## config.mk

```make
export PLATFORM = sky130hd
export DESIGN_NAME = ple_controller
export DESIGN_NICKNAME = d
export VERILOG_FILES = /design/src/design/positional_list_engine_macros.svh /design/src/design/ple_pkg.sv /design/src/design/ple_controller.sv
export SDC_FILE = /design/constraint.sdc
export NUM_CORES = 1
export LEC_CHECK = 0
export BUFFER_PORTS_ARGS = -buffer_cell sky130_fd_sc_hd__buf_2
export CORE_MARGIN = 1.5
export CORE_UTILIZATION = 38
export DETAILED_ROUTE_END_ITERATION = 10
export GPL_TIMING_DRIVEN = 0
export HOLD_SLACK_MARGIN = 0.15
export PLACE_DENSITY = 0.78
export SLEW_MARGIN = 20
export SYNTH_ARGS = -nofsm -noshare
export SYNTH_HDL_FRONTEND = slang
export SYNTH_SLANG_ARGS = --single-unit
export TNS_END_PERCENT = 30
```

## constraint.sdc

```tcl
create_clock -name clk_i -period 1.3 [get_ports clk_i]
set_input_delay 0.26 -clock clk_i [delete_from_list [all_inputs] [get_ports clk_i]]
set_output_delay 0.26 -clock clk_i [all_outputs]
set_load 0.05 [all_outputs]
```

## src/design/positional_list_engine_macros.svh

```systemverilog
// ----------------------------------------------------------------------------
// Positional list engine assertion macros
// Shared concurrent assertion shorthands, clocked on clk_i, disabled in reset.
// ----------------------------------------------------------------------------
`ifndef POSITIONAL_LIST_ENGINE_MACROS_SVH
`define POSITIONAL_LIST_ENGINE_MACROS_SVH

// A condition that holds at every clock edge out of reset.
`define PLE_ASSERT_HOLD(lbl, expr, msg) \
  lbl: assert property (@(posedge clk_i) disable iff (!rst_ni) (expr)) else $error(msg);

// An antecedent that implies a consequent in the same cycle.
`define PLE_ASSERT_IMPL(lbl, ante, cons, msg) \
  lbl: assert property (@(posedge clk_i) disable iff (!rst_ni) (ante) |-> (cons)) \
    else $error(msg);

`endif

```

## src/design/ple_pkg.sv

```systemverilog
// ----------------------------------------------------------------------------
// Positional list engine package
// Operation codes and the command and status bundles between the modules.
// ----------------------------------------------------------------------------
package ple_pkg;

  localparam int CAPACITY_DEFAULT = 1024;
  localparam int DATA_W           = 32;
  localparam int FUNC_W           = 3;

  localparam logic [FUNC_W-1:0] FUNC_LENGTH = 3'd0;
  localparam logic [FUNC_W-1:0] FUNC_INSERT = 3'd1;
  localparam logic [FUNC_W-1:0] FUNC_QUERY  = 3'd2;
  localparam logic [FUNC_W-1:0] FUNC_REMOVE = 3'd3;
  localparam logic [FUNC_W-1:0] FUNC_MOVE   = 3'd4;
  localparam logic [FUNC_W-1:0] FUNC_MAX    = 3'd5;

  typedef enum logic [1:0] {
    RD_POS,
    RD_SHIFT,
    RD_IDX
  } rd_sel_e;

  typedef enum logic [1:0] {
    WR_SHIFT,
    WR_VAL,
    WR_MOVED
  } wr_sel_e;

  typedef enum logic [1:0] {
    RES_COUNT,
    RES_NEG1,
    RES_RDATA,
    RES_MAX
  } res_sel_e;

  typedef struct packed {
    logic     capture;
    logic     idx_init;
    logic     idx_step;
    logic     rd_en;
    rd_sel_e  rd_sel;
    logic     wr_en;
    wr_sel_e  wr_sel;
    logic     cnt_inc;
    logic     cnt_dec;
    logic     moved_load;
    logic     max_cmp;
    logic     res_load;
    res_sel_e res_sel;
    logic     out_load;
  } dp_cmd_t;

  typedef struct packed {
    logic [FUNC_W-1:0] func;
    logic              full;
    logic              empty;
    logic              pos_le_n;
    logic              pos_lt_n;
    logic              shift_done;
    logic              idx_last;
    logic              out_free;
  } dp_status_t;

endpackage

```

## src/design/ple_controller.sv

```systemverilog
// ----------------------------------------------------------------------------
// Positional list engine controller
// Sequences decode, element shifts, reads, maximum scan and result hand-off.
// ----------------------------------------------------------------------------
module ple_controller (
  input  logic                clk_i,
  input  logic                rst_ni,
  input  logic                in_valid_i,
  output logic                in_ready_o,
  input  ple_pkg::dp_status_t status_i,
  output ple_pkg::dp_cmd_t    cmd_o
);

  localparam logic [3:0] ST_IDLE     = 4'd0;
  localparam logic [3:0] ST_DECODE   = 4'd1;
  localparam logic [3:0] ST_SHIFT    = 4'd2;
  localparam logic [3:0] ST_SH_WR    = 4'd3;
  localparam logic [3:0] ST_MV_LATCH = 4'd4;
  localparam logic [3:0] ST_Q_DATA   = 4'd5;
  localparam logic [3:0] ST_MX_RD    = 4'd6;
  localparam logic [3:0] ST_MX_CMP   = 4'd7;
  localparam logic [3:0] ST_EMIT     = 4'd8;

  logic [3:0] state_q, state_d;

  assign in_ready_o = (state_q == ST_IDLE);

  always_comb begin
    state_d = state_q;
    cmd_o   = '0;
    cmd_o.rd_sel  = ple_pkg::RD_IDX;
    cmd_o.wr_sel  = ple_pkg::WR_SHIFT;
    cmd_o.res_sel = ple_pkg::RES_NEG1;
    case (state_q)
      ST_IDLE: begin
        if (in_valid_i) begin
          cmd_o.capture = 1'b1;
          state_d       = ST_DECODE;
        end
      end
      ST_DECODE: begin
        case (status_i.func)
          ple_pkg::FUNC_LENGTH: begin
            cmd_o.res_load = 1'b1;
            cmd_o.res_sel  = ple_pkg::RES_COUNT;
            state_d        = ST_EMIT;
          end
          ple_pkg::FUNC_INSERT: begin
            if (status_i.full || (!status_i.empty && !status_i.pos_le_n)) begin
              state_d = ST_IDLE;
            end else begin
              cmd_o.idx_init = 1'b1;
              state_d        = ST_SHIFT;
            end
          end
          ple_pkg::FUNC_QUERY: begin
            if (status_i.pos_lt_n) begin
              cmd_o.rd_en  = 1'b1;
              cmd_o.rd_sel = ple_pkg::RD_POS;
              state_d      = ST_Q_DATA;
            end else begin
              cmd_o.res_load = 1'b1;
              state_d        = ST_EMIT;
            end
          end
          ple_pkg::FUNC_REMOVE: begin
            if (status_i.pos_lt_n) begin
              cmd_o.idx_init = 1'b1;
              state_d        = ST_SHIFT;
            end else begin
              state_d = ST_IDLE;
            end
          end
          ple_pkg::FUNC_MOVE: begin
            if (status_i.pos_lt_n) begin
              cmd_o.idx_init = 1'b1;
              cmd_o.rd_en    = 1'b1;
              cmd_o.rd_sel   = ple_pkg::RD_POS;
              state_d        = ST_MV_LATCH;
            end else begin
              state_d = ST_IDLE;
            end
          end
          ple_pkg::FUNC_MAX: begin
            if (status_i.empty) begin
              cmd_o.res_load = 1'b1;
              state_d        = ST_EMIT;
            end else begin
              cmd_o.idx_init = 1'b1;
              state_d        = ST_MX_RD;
            end
          end
          default: begin
            state_d = ST_IDLE;
          end
        endcase
      end
      ST_MV_LATCH: begin
        cmd_o.moved_load = 1'b1;
        state_d          = ST_SHIFT;
      end
      ST_SHIFT: begin
        if (status_i.shift_done) begin
          // The walk has reached its end; finish the operation in place.
          state_d = ST_IDLE;
          case (status_i.func)
            ple_pkg::FUNC_INSERT: begin
              cmd_o.wr_en   = 1'b1;
              cmd_o.wr_sel  = ple_pkg::WR_VAL;
              cmd_o.cnt_inc = 1'b1;
            end
            ple_pkg::FUNC_MOVE: begin
              cmd_o.wr_en  = 1'b1;
              cmd_o.wr_sel = ple_pkg::WR_MOVED;
            end
            default: begin
              cmd_o.cnt_dec = 1'b1;
            end
          endcase
        end else begin
          cmd_o.rd_en  = 1'b1;
          cmd_o.rd_sel = ple_pkg::RD_SHIFT;
          state_d      = ST_SH_WR;
        end
      end
      ST_SH_WR: begin
        cmd_o.wr_en    = 1'b1;
        cmd_o.wr_sel   = ple_pkg::WR_SHIFT;
        cmd_o.idx_step = 1'b1;
        state_d        = ST_SHIFT;
      end
      ST_Q_DATA: begin
        cmd_o.res_load = 1'b1;
        cmd_o.res_sel  = ple_pkg::RES_RDATA;
        state_d        = ST_EMIT;
      end
      ST_MX_RD: begin
        cmd_o.rd_en  = 1'b1;
        cmd_o.rd_sel = ple_pkg::RD_IDX;
        state_d      = ST_MX_CMP;
      end
      ST_MX_CMP: begin
        cmd_o.max_cmp = 1'b1;
        if (status_i.idx_last) begin
          cmd_o.res_load = 1'b1;
          cmd_o.res_sel  = ple_pkg::RES_MAX;
          state_d        = ST_EMIT;
        end else begin
          cmd_o.idx_step = 1'b1;
          state_d        = ST_MX_RD;
        end
      end
      ST_EMIT: begin
        if (status_i.out_free) begin
          cmd_o.out_load = 1'b1;
          state_d        = ST_IDLE;
        end
      end
      default: begin
        state_d = ST_IDLE;
      end
    endcase
  end

  always_ff @(posedge clk_i or negedge rst_ni) begin
    if (!rst_ni) begin
      state_q <= ST_IDLE;
    end else begin
      state_q <= state_d;
    end
  end

endmodule

```

==> results by group, run 1 <==
Run status
  • Run status: complete, but fails checks
  • Failing checks: negative setup slack

STA
  • Final Slew Violations: 0
  • Clock skew: 0.374 ps
  • Final Critical Period: 1920 ps
  • RSZ-0062 raised after global routing: true
  • Setup violators final: 21
  • Period utilization: 148%
  • Final Hold Vio Count: 0
  • Final WS setup: -618 ps
  • Max Clk Rate: 521 MHz
  • Rel. slew slack: 71.6%
  • Least-Margin Pin Slew: 425 ps

Worst setup path
  • Reg2Reg Capture Point: state_q[1]
  • CP arrival: 1660 ps
  • CP max FO: 8
  • Reg2Reg Launch Point: state_q[3]
  • Critical path launch point: state_q[3]
  • Critical Path End: cmd_o[15]
  • CP Cell Sequence: buf_6, or3_4, a21o_1, a21oi_4, buf_6
  • CP most frequent cell: buf_6
  • Max incr delay on CP: 410 ps
  • Reg2reg setup slack: -200 ps
  • CP required: 1040 ps
  • WS Path Type: reg -> out
  • R2R cell count: 5
  • Worst setup SP type: register
  • CP max stage cell: or3_4
  • Crit. End Element: output port

Synthesis
  • Synth Register Bits: 4
  • Cells after Synth: 80
  • Avg Inst Size Synth: 6.88 sq um
  • Ys Warns: 0
  • Dominant synthesized flop cell: dfrtp_1
  • Synth top area share: 18.2%
  • Sequential element share of the synthesized area: 18.2%
  • Yosys cell types: 37
  • Leading area contributor after synthesis: dfrtp_1
  • Post-Syn Area: 551 sq um
  • Largest cells by area after synthesis: dfrtp_1 (18%), nor2_1 (7.5%), nand2b_1 (5.7%)
  • Syn nets: 93
  • Number of synthesized flops with an enable pin: 0
  • Post-synth ARST share: 100%

Global routing
  • Vias in the first global route: 620
  • Total global routing overflow: 0
  • Initial antenna violation count: 0
  • Largest net degree at the start of global routing: 11
  • GRT Total Usage: 24.1%
  • Global-route wire length before repair: 2560 um

Clock network
  • Clock root buffer: clkbuf_4
  • Number of H-tree levels: 1
  • Latest clock arrival within the worst-skew pair: 230 ps
  • CTS Buf Count: 3
  • Clk sink count: 4
  • TritonCTS clock tree: yes
  • Clock buffer depth: 2
  • Clk slew on worst S/H paths: 40 ps

Flow run
  • Maxcap violations: 0

Die
  • Die area: 1690 sq um
  • Die extent in y: 41.1 um
  • Initial cell density of the core: 41.3%
  • Core region area: 1330 sq um
  • Num rows: 13
  • IO Count: 31
  • Overall die width: 41.1 um

Cells and area
  • FILL cells: 75
  • Ratio of cells with drive above 1 in the final layout: 62.0%
  • Most frequent cells in the layout: buf_6 (18), buf_2 (10), buf_4 (9)
  • Biggest regs: state_q: 4 flops
  • Most common cell after layout, fill and taps aside: buf_6
  • Final net count: 136
  • Cell Count, Final, Fillers Out: 136
  • Area added between synthesis and finish: 105%
  • Final Instance Area: 1130 sq um
  • Top reg by flops: state_q
  • Ant diodes: 0
  • Number of flip-flops in the largest register: 4

Placement
  • Post-DP HPWL: 1210 um
  • Final Wtd Congestion: 0.786
  • Buffers added on ports: 28
  • Placed inst area: 822 sq um
  • DP Cell Count: 123

Detailed routing
  • Top layer in use: met4
  • Via/cell ratio: 5.55
  • Wire length per cell: 14.3 um
  • WL met2: 1070 um
  • DRC: 0
  • Via count: 755
  • Met1 WL: 774 um
  • Final antenna-violating net count: 0
  • Pre-antenna DRT Iters: 4
  • Iter 0 DRT Violations: 20
  • DR WL met3: 84 um
  • Routed wire length: 1940 um

Pwr
  • Static Leak: 0.492 nW
  • PD cells: 1800 nW/um^2
  • VDD IR-drop max: 0.00155 V

Worst hold path
  • Hold Path Class: in -> reg
## through the flow
stage / setup TNS (ps) / power (mW) / utilization (%) / hold WS (ps) / setup WS (ps)
after floorplan: -6250 / 1.18 / - / -35.6 / -550
after global placement: -4090 / 1.36 / 61.6 / 65.1 / -519
after detailed placement: -4390 / 1.39 / 61.6 / 66.9 / -531
after CTS: -7360 / 1.84 / 78.0 / 228 / -660
after global routing: -8790 / 2.13 / 84.6 / 250 / -669
final: -7650 / 2.03 / 84.6 / 239 / -618
## worst min-delay path by stage
stage / start / end / slack, ps / cells past startpoint
2_1_floorplan: rst_ni / state_q[0] / -40 / 0
3_3_place_gp: rst_ni / state_q[1] / 70 / 1
3_5_place_dp: rst_ni / state_q[0] / 70 / 1
4_1_cts: status_i[0] / state_q[3] / 230 / 2
5_1_grt: status_i[0] / state_q[3] / 250 / 2
6_report: status_i[0] / state_q[3] / 240 / 2
## worst max-delay path, delay by kind of cell (launching register included)
family | cells | cell delay, ps
buffers and inverters | 2 | 320
AOI/OAI and AO/OA | 2 | 320
DFF | 1 | 380
and+or+nand+nor | 1 | 410
## logic make-up (layout without fill, tap and decap cells)
kind of cell    count (synthesis)  after routing  synth area share, %
compound gates                 22             22                 27.7
xor+xnor                        1              1                 1.59
buf+inv                        10             51                 10.2
flops                           4              4                 18.2
simple gates                   43             43                 42.3
## metal layers
| metal | vias up | global-route usage (%) |
|---|---|---|
| met1 | 361 | 26.1 |
| li1 | 364 | - |
| met5 | - | 0 |
| met2 | 27 | 40.2 |
| met3 | 3 | 5.43 |
| met4 | 0 | 18.3 |
## area by class of cell
type	instances	area, sq um	share of cell area (%)
Multi-Input combinational cell	66	552	48.9
Tap cell	15	18.8	1.66
Buffer	6	73.8	6.54
Timing Repair Buffer	38	345	30.6
Sequential cell	4	101	8.98
Clock buffer	3	22.5	2.00
Inverter	4	15.0	1.33
## cell usage after synthesis, types with 2 or more instances
library cell / instances
nor2_1: 11
nand2_1: 7
a21oi_1: 5
nand2b_1: 5
nor3_1: 5
dfrtp_1: 4
inv_1: 4
buf_2: 3
o21ai_0: 3
a211o_1: 2
buf_6: 2
nand3_1: 2
nor4_1: 2
o21bai_1: 2
## where the power goes
group | internal, mW | switching [mW]
logic | 0.753 | 0.907
clock network | 0.103 | 0.0473
registers | 0.170 | 0.0540
total | 1.03 | 1.01
## what timing repair did
item,in CTS,in global routing
resized for setup,49,10
pin swaps,4,3
setup buffers,3,6
setup endpoints to repair,21,22
hold endpoints to repair,4,0
hold buffers,1,0
Power figures use the tool's default switching activity.
==> run 2: changes to the inputs <==
--- a/config.mk
+++ b/config.mk
@@ -5,13 +5,14 @@
 export SDC_FILE = /design/constraint.sdc
 export NUM_CORES = 1
 export LEC_CHECK = 0
+export ABC_AREA = 1
 export BUFFER_PORTS_ARGS = -buffer_cell sky130_fd_sc_hd__buf_2
-export CORE_MARGIN = 1.5
 export CORE_UTILIZATION = 38
 export DETAILED_ROUTE_END_ITERATION = 10
 export GPL_TIMING_DRIVEN = 0
 export HOLD_SLACK_MARGIN = 0.15
 export PLACE_DENSITY = 0.78
+export SKIP_LAST_GASP = 1
 export SLEW_MARGIN = 20
 export SYNTH_ARGS = -nofsm -noshare
 export SYNTH_HDL_FRONTEND = slang
==> results by group, run 2 <==
Global routing
  • Vias in the first global route: 663 (+6.9%)
  • GRT Total Usage: 23.1% (-1.0 points)
  • Total global routing overflow: 0 (unchanged)
  • Global-route wire length before repair: 2510 um (-1.9%)
  • Initial antenna violation count: 0 (unchanged)
  • Largest net degree at the start of global routing: 7 (-4)

STA
  • Max Clk Rate: 594 MHz (+14%)
  • Final Slew Violations: 0 (unchanged)
  • Clock skew: 3.02 ps (+2.64 ps)
  • RSZ-0062 raised after global routing: true
  • Final WS setup: -383 ps (+234 ps)
  • Least-Margin Pin Slew: 251 ps (-175 ps)
  • Setup violators final: 18 (-14%)
  • Setup TNS: -5620 ps (+2030 ps)
  • Period utilization: 129% (-18 points)
  • Final Critical Period: 1680 ps (-234 ps)
  • Final Hold Vio Count: 0 (unchanged)
  • Rel. slew slack: 83.4% (+12 points)
  • Hold Slack: 335 ps (+96.9 ps)

Detailed routing
  • Via/cell ratio: 4.95 (-11%)
  • DRC: 0 (unchanged)
  • Pre-antenna DRT Iters: 4 (unchanged)
  • Routed wire length: 1710 um (-12%)
  • Final antenna-violating net count: 0 (unchanged)
  • Wire length per cell: 10.6 um (-26%)
  • Via count: 797 (+5.6%)
  • Iter 0 DRT Violations: 20 (unchanged)

Worst setup path
  • Worst setup SP type: register
  • Instance count on the critical path: 5 (unchanged)
  • CP Cell Sequence: nor2_4, nand2_1, or2_4, nand2_2, buf_8
  • R2R cell count: 9 (+4)
  • Buffers & Inverters on Critical Path: 1 (-1)
  • WS Path Type: reg -> out
  • CP max stage cell: dfrtp_2
  • Crit. End Element: output port
  • CP max FO: 5 (-3)
  • CP arrival: 1420 ps (-240 ps)
  • Cell family with most CP delay: simple AND/OR/NAND/NOR gates
  • CP required: 1040 ps (about the same)
  • Max incr delay on CP: 460 ps (+50 ps)

Clock network
  • Latest clock arrival within the worst-skew pair: 230 ps (about the same)
  • CTS Buf Count: 3 (unchanged)
  • Clock root buffer: clkbuf_4
  • Clock buffer depth: 2 (unchanged)
  • TritonCTS clock tree: yes
  • Number of H-tree levels: 1 (unchanged)
  • Clk slew on worst S/H paths: 40 ps (about the same)
  • Clk sink count: 4 (unchanged)

Pwr
  • VDD IR-drop max: 0.00148 V (-4.2%)
  • Net Sw Power: 1.05 mW (+4.1%)
  • Combinational share of power: 78.3% (-3.3 points)
  • Static Leak: 0.583 nW (+19%)
  • PD cells: 1910 nW/um^2 (+6.1%)
  • Sw Share: 56.2% (+6.6 points)
  • Flop pwr share: 13.6% (+2.6 points)
  • Total Power: 1.87 mW (-8.2%)
  • P_int: 0.819 mW (-20%)
  • Clk pwr share: 8.0% (+0.6 points)

Cells and area
  • Biggest regs: state_q: 4 flops
  • Area added between synthesis and finish: 79.5%
  • Ant diodes: 0 (unchanged)
  • Final net count: 161 (+18%)
  • Top reg by flops: state_q
  • Most frequent cells in the layout: nand2_1 (24), inv_1 (17), buf_2 (17)
  • Most common cell after layout, fill and taps aside: nand2_1
  • Final Instance Area: 977 sq um (-13%)
  • Ratio of cells with drive above 1 in the final layout: 48.6% (-13 points)
  • Number of flip-flops in the largest register: 4 (unchanged)
  • Core Util, Final: 74.2% (-10 points)
  • Cell Count, Final, Fillers Out: 161 (+18%)

Die
  • Core region area: 1320 sq um (-1.2%)
  • Overall die width: 39.8 um (-3.0%)
  • Die area: 1590 sq um (-5.8%)
  • Initial cell density of the core: 41.3% (about the same)
  • Die extent in y: 39.8 um (-3.0%)
  • Num rows: 13 (unchanged)
  • IO Count: 31 (unchanged)

Placement
  • DP Cell Count: 150 (+22%)
  • Setup WS pre-CTS: -284 ps (+247 ps)
  • Placed inst area: 769 sq um (-6.4%)
  • Buffers added on ports: 30 (+7.1%)
  • Final Wtd Congestion: 0.814 (+3.5%)
  • Post-DP HPWL: 1220 um (+0.97%)

Synthesis
  • Number of synthesized flops with an enable pin: 0 (unchanged)
  • Synth top area share: 20.0% (+1.8 points)
  • Syn nets: 118 (+27%)
  • Most common cell in the netlist: nand2_1
  • Ys Warns: 0 (unchanged)
  • Avg Inst Size Synth: 5.18 sq um (-25%)
  • Leading area contributor after synthesis: nand2_1
  • Dominant synthesized flop cell: dfrtp_1
  • Sequential element share of the synthesized area: 18.4% (+0.21 points)
  • Cells after Synth: 105 (+31%)
  • Largest cells by area after synthesis: nand2_1 (20%), dfrtp_1 (18%), inv_1 (14%)
  • Synth Register Bits: 4 (unchanged)
  • Commonest cells in the netlist: nand2_1 (29), inv_1 (21), nor2_1 (19)
  • Post-Syn Area: 544 sq um (-1.1%)
  • Yosys cell types: 14 (-62%)
  • Post-synth ARST share: 100% (unchanged)

Worst hold path
  • Hold Crit Depth: 3 (+1)
  • Hold Path Class: in -> reg

Flow run
  • Maxcap violations: 0 (unchanged)

Run status
  • Failing checks: negative setup slack
  • Run status: complete, but fails checks
## run 2: changes by cell type after synthesis, sizes merged, moves of 4 or more
cell	before	now
inv	4	23
nor3	5	0
nand4	0	4
nor2	11	24
a21oi	5	1
nand2b	5	0
buf	5	0
nand3	2	13
nand2	8	31
## run 2: cells by family after synthesis
logic type / after synthesis / share of synthesized area (%)
AND/OR/NAND/NOR: 74 / 62.1
buffers and inverters: 23 / 15.9
flip-flops: 4 / 18.4
AO/OA/AOI/OAI: 4 / 3.68
## run 2: layout make-up
class	count	area, sq um
clock buffers	3	22.5
fillers	106	340
inverters	23	92.6
multi-input cells	78	443
flip-flops and latches	4	103
well taps	15	18.8
repair buffers	38	298
## run 2: metal layers
layer	track usage (%)	part of all wire [%]
met2	43.0	52
met3	2.27	2.2
met1	26.7	45
met4	7.76	0.70
met5	0	0
## run 2: tightest hold or removal path, delay by kind of cell
kind	cells	cell delay, ps
buf+inv	1	80
compound gates	1	80
simple gates	1	100
## run 2: worst paths after layout
check	slack, ps	start	endpoint
max in group asynchronous	800	rst_ni	state_q[0]
worst min register to register	720	state_q[3]	state_q[3]
worst max-delay path	-380	state_q[3]	cmd_o[3]
worst max register to register	20	state_q[1]	state_q[0]
worst min-delay path	340	in_valid_i	state_q[0]
min in group asynchronous	360	rst_ni	state_q[3]
## run 2: what timing repair did
item	CTS	global route
endpoints found under the hold margin	4	0
pin swaps	3	1
setup buffers	5	2
hold buffers	1	0
setup endpoints to repair	18	19
gates resized for setup	31	13
## run 2: power groups by stage
stage | Combinational [mW] | Clock, mW | Sequential (mW)
2_1_floorplan | 0.869 | 0 | 0.217
3_3_place_gp | 1.06 | 0 | 0.225
3_5_place_dp | 1.07 | 0 | 0.228
4_1_cts | 1.30 | 0.153 | 0.243
5_1_grt | 1.56 | 0.172 | 0.259
6_report | 1.46 | 0.150 | 0.255
==> run 3: changes to the inputs <==
--- a/config.mk
+++ b/config.mk
@@ -12,6 +12,7 @@
 export GPL_TIMING_DRIVEN = 0
 export HOLD_SLACK_MARGIN = 0.15
 export PLACE_DENSITY = 0.78
+export REMOVE_ABC_BUFFERS = 1
 export SKIP_LAST_GASP = 1
 export SLEW_MARGIN = 20
 export SYNTH_ARGS = -nofsm -noshare
==> results by group, run 3 (same netlist as run 2, synthesis figures left out) <==
STA
  • Final Slew Violations: 0 (unchanged)
  • Max Clk Rate: 598 MHz (+0.69%)
  • Final Hold Vio Count: 0 (unchanged)
  • Least-Margin Pin Slew: 247 ps (-3.30 ps)
  • Period utilization: 129% (-0.89 points)
  • Final Critical Period: 1670 ps (-11.6 ps)
  • Rel. slew slack: 83.6% (+0.22 points)
  • Setup TNS: -5720 ps (-95.5 ps)
  • Clock skew: 6.36 ps (+3.34 ps)
  • RSZ-0062 raised after global routing: true
  • Final WS setup: -372 ps (+11.6 ps)
  • Setup violators final: 18 (unchanged)

Pwr
  • VDD IR-drop max: 0.00142 V (-4.2%)
  • Static Leak: 0.580 nW (-0.67%)
  • Total Power: 1.68 mW (-10%)
  • PD cells: 1860 nW/um^2 (-2.9%)

Detailed routing
  • Pre-antenna DRT Iters: 4 (unchanged)
  • Final antenna-violating net count: 0 (unchanged)
  • Iter 0 DRT Violations: 11 (-45%)
  • Via/cell ratio: 4.87 (-1.6%)
  • Via count: 770 (-3.4%)
  • Routed wire length: 1730 um (+0.94%)
  • DRC: 0 (unchanged)
  • Wire length per cell: 10.9 um (+2.9%)

Global routing
  • Met2 usage: 36.5% (-6.6 points)
  • M1 GR Usage: 24.5% (-2.2 points)
  • Global-route wire length before repair: 2230 um (-11%)
  • Total global routing overflow: 0 (unchanged)
  • Largest net degree at the start of global routing: 7 (unchanged)
  • Met3 usage: 6.82% (+4.5 points)
  • Initial antenna violation count: 0 (unchanged)
  • Vias in the first global route: 586 (-12%)
  • GRT busiest layer: met2
  • GRT Total Usage: 21.1% (-2.1 points)

Cells and area
  • Ratio of cells with drive above 1 in the final layout: 44.8% (-3.9 points)
  • Most common cell after layout, fill and taps aside: nand2_1
  • Final net count: 158 (-1.9%)
  • Final Instance Area: 906 sq um (-7.3%)
  • Top reg by flops: state_q
  • Most frequent cells in the layout: nand2_1 (25), buf_2 (19), inv_1 (18)
  • Area added between synthesis and finish: 66.4%
  • Ant diodes: 0 (unchanged)
  • Biggest regs: state_q: 4 flops
  • Number of flip-flops in the largest register: 4 (unchanged)

Worst setup path
  • CP required: 1040 ps (about the same)
  • CP max FO: 4 (-1)
  • Worst setup SP type: register
  • Crit. End Element: output port
  • WS Path Type: reg -> out
  • CP arrival: 1410 ps (about the same)
  • R2R cell count: 7 (-2)

Clock network
  • TritonCTS clock tree: yes
  • Number of H-tree levels: 1 (unchanged)
  • Latest clock arrival within the worst-skew pair: 230 ps (about the same)
  • Clk sink count: 4 (unchanged)
  • Clock buffer depth: 2 (unchanged)
  • Clock root buffer: clkbuf_4
  • Clk slew on worst S/H paths: 40 ps (about the same)
  • CTS Buf Count: 3 (unchanged)

Die
  • Die area: 1590 sq um (unchanged)
  • Die extent in y: 39.8 um (unchanged)
  • Initial cell density of the core: 41.3% (unchanged)
  • Num rows: 13 (unchanged)
  • Overall die width: 39.8 um (unchanged)
  • Core region area: 1320 sq um (unchanged)
  • IO Count: 31 (unchanged)

Worst hold path
  • Hold Path Class: in -> reg
  • Hold Crit Depth: 3 (unchanged)

Placement
  • Final Wtd Congestion: 0.822 (+1.0%)
  • Post-DP HPWL: 1140 um (-6.9%)
  • Placed inst area: 713 sq um (-7.3%)
  • Buffers added on ports: 30 (unchanged)

Flow run
  • Maxcap violations: 0 (unchanged)

Run status
  • Failing checks: negative setup slack
  • Run status: complete, but fails checks
[run 3: layout make-up]
class,instances,area (sq um)
sequential,4,103
fill,117,412
clock buffer,3,22.5
multi-input combinational,78,420
timing repair buffer,35,255
inverter,23,86.3
tap,15,18.8
[run 3: routing by layer]
metal | up-vias | part of all wire [%]
met4 | 0 | 2.0
li1 | 401 | -
met2 | 28 | 51
met1 | 337 | 43
met5 | - | 0
met3 | 4 | 4.1
[run 3: path summary, 6_finish.rpt]
| path | start | endpoint | slack, ps |
|---|---|---|---|
| setup / recovery | state_q[1] | cmd_o[7] | -370 |
| hold / removal | in_valid_i | state_q[0] | 330 |
| setup reg to reg | state_q[2] | state_q[2] | 50 |
| hold reg to reg | state_q[1] | state_q[3] | 710 |
| max in group asynchronous | rst_ni | state_q[3] | 740 |
| min in group asynchronous | rst_ni | state_q[1] | 410 |
[run 3: critical path, cell delays in order, from the launching register on]
cell and delay [ps]:
dfrtp_1 390, inv_2 90, nor2_4 170, nand2_4 90, nor2_4 100, inv_2 70
nor2_2 100, buf_6 170
[run 3: power by group]
group / internal, mW / switching [mW] / leakage, nW
logic: 0.405 / 0.872 / 0.515
clock network: 0.103 / 0.0481 / 0.0138
registers: 0.172 / 0.0827 / 0.0503
total: 0.680 / 1.00 / 0.580
[run 3: timing repair]
action | 4_1_cts | 5_1_grt
pin swaps | 5 | 3
hold endpoints to repair | 4 | 0
setup buffers | 2 | 2
setup endpoints to repair | 18 | 18
gates resized for setup | 17 | 28
hold buffers | 1 | 0
[run 3: stage by stage]
stage	hold slack, ps	setup slack (ps)	util (%)	cells
after floorplan	-35.6	-464	-	105
after global placement	64.9	-225	54.1	150
after detailed placement	66.4	-261	54.1	150
after CTS	324	-378	61.1	156
after global routing	341	-450	68.8	158
final	334	-372	68.8	158
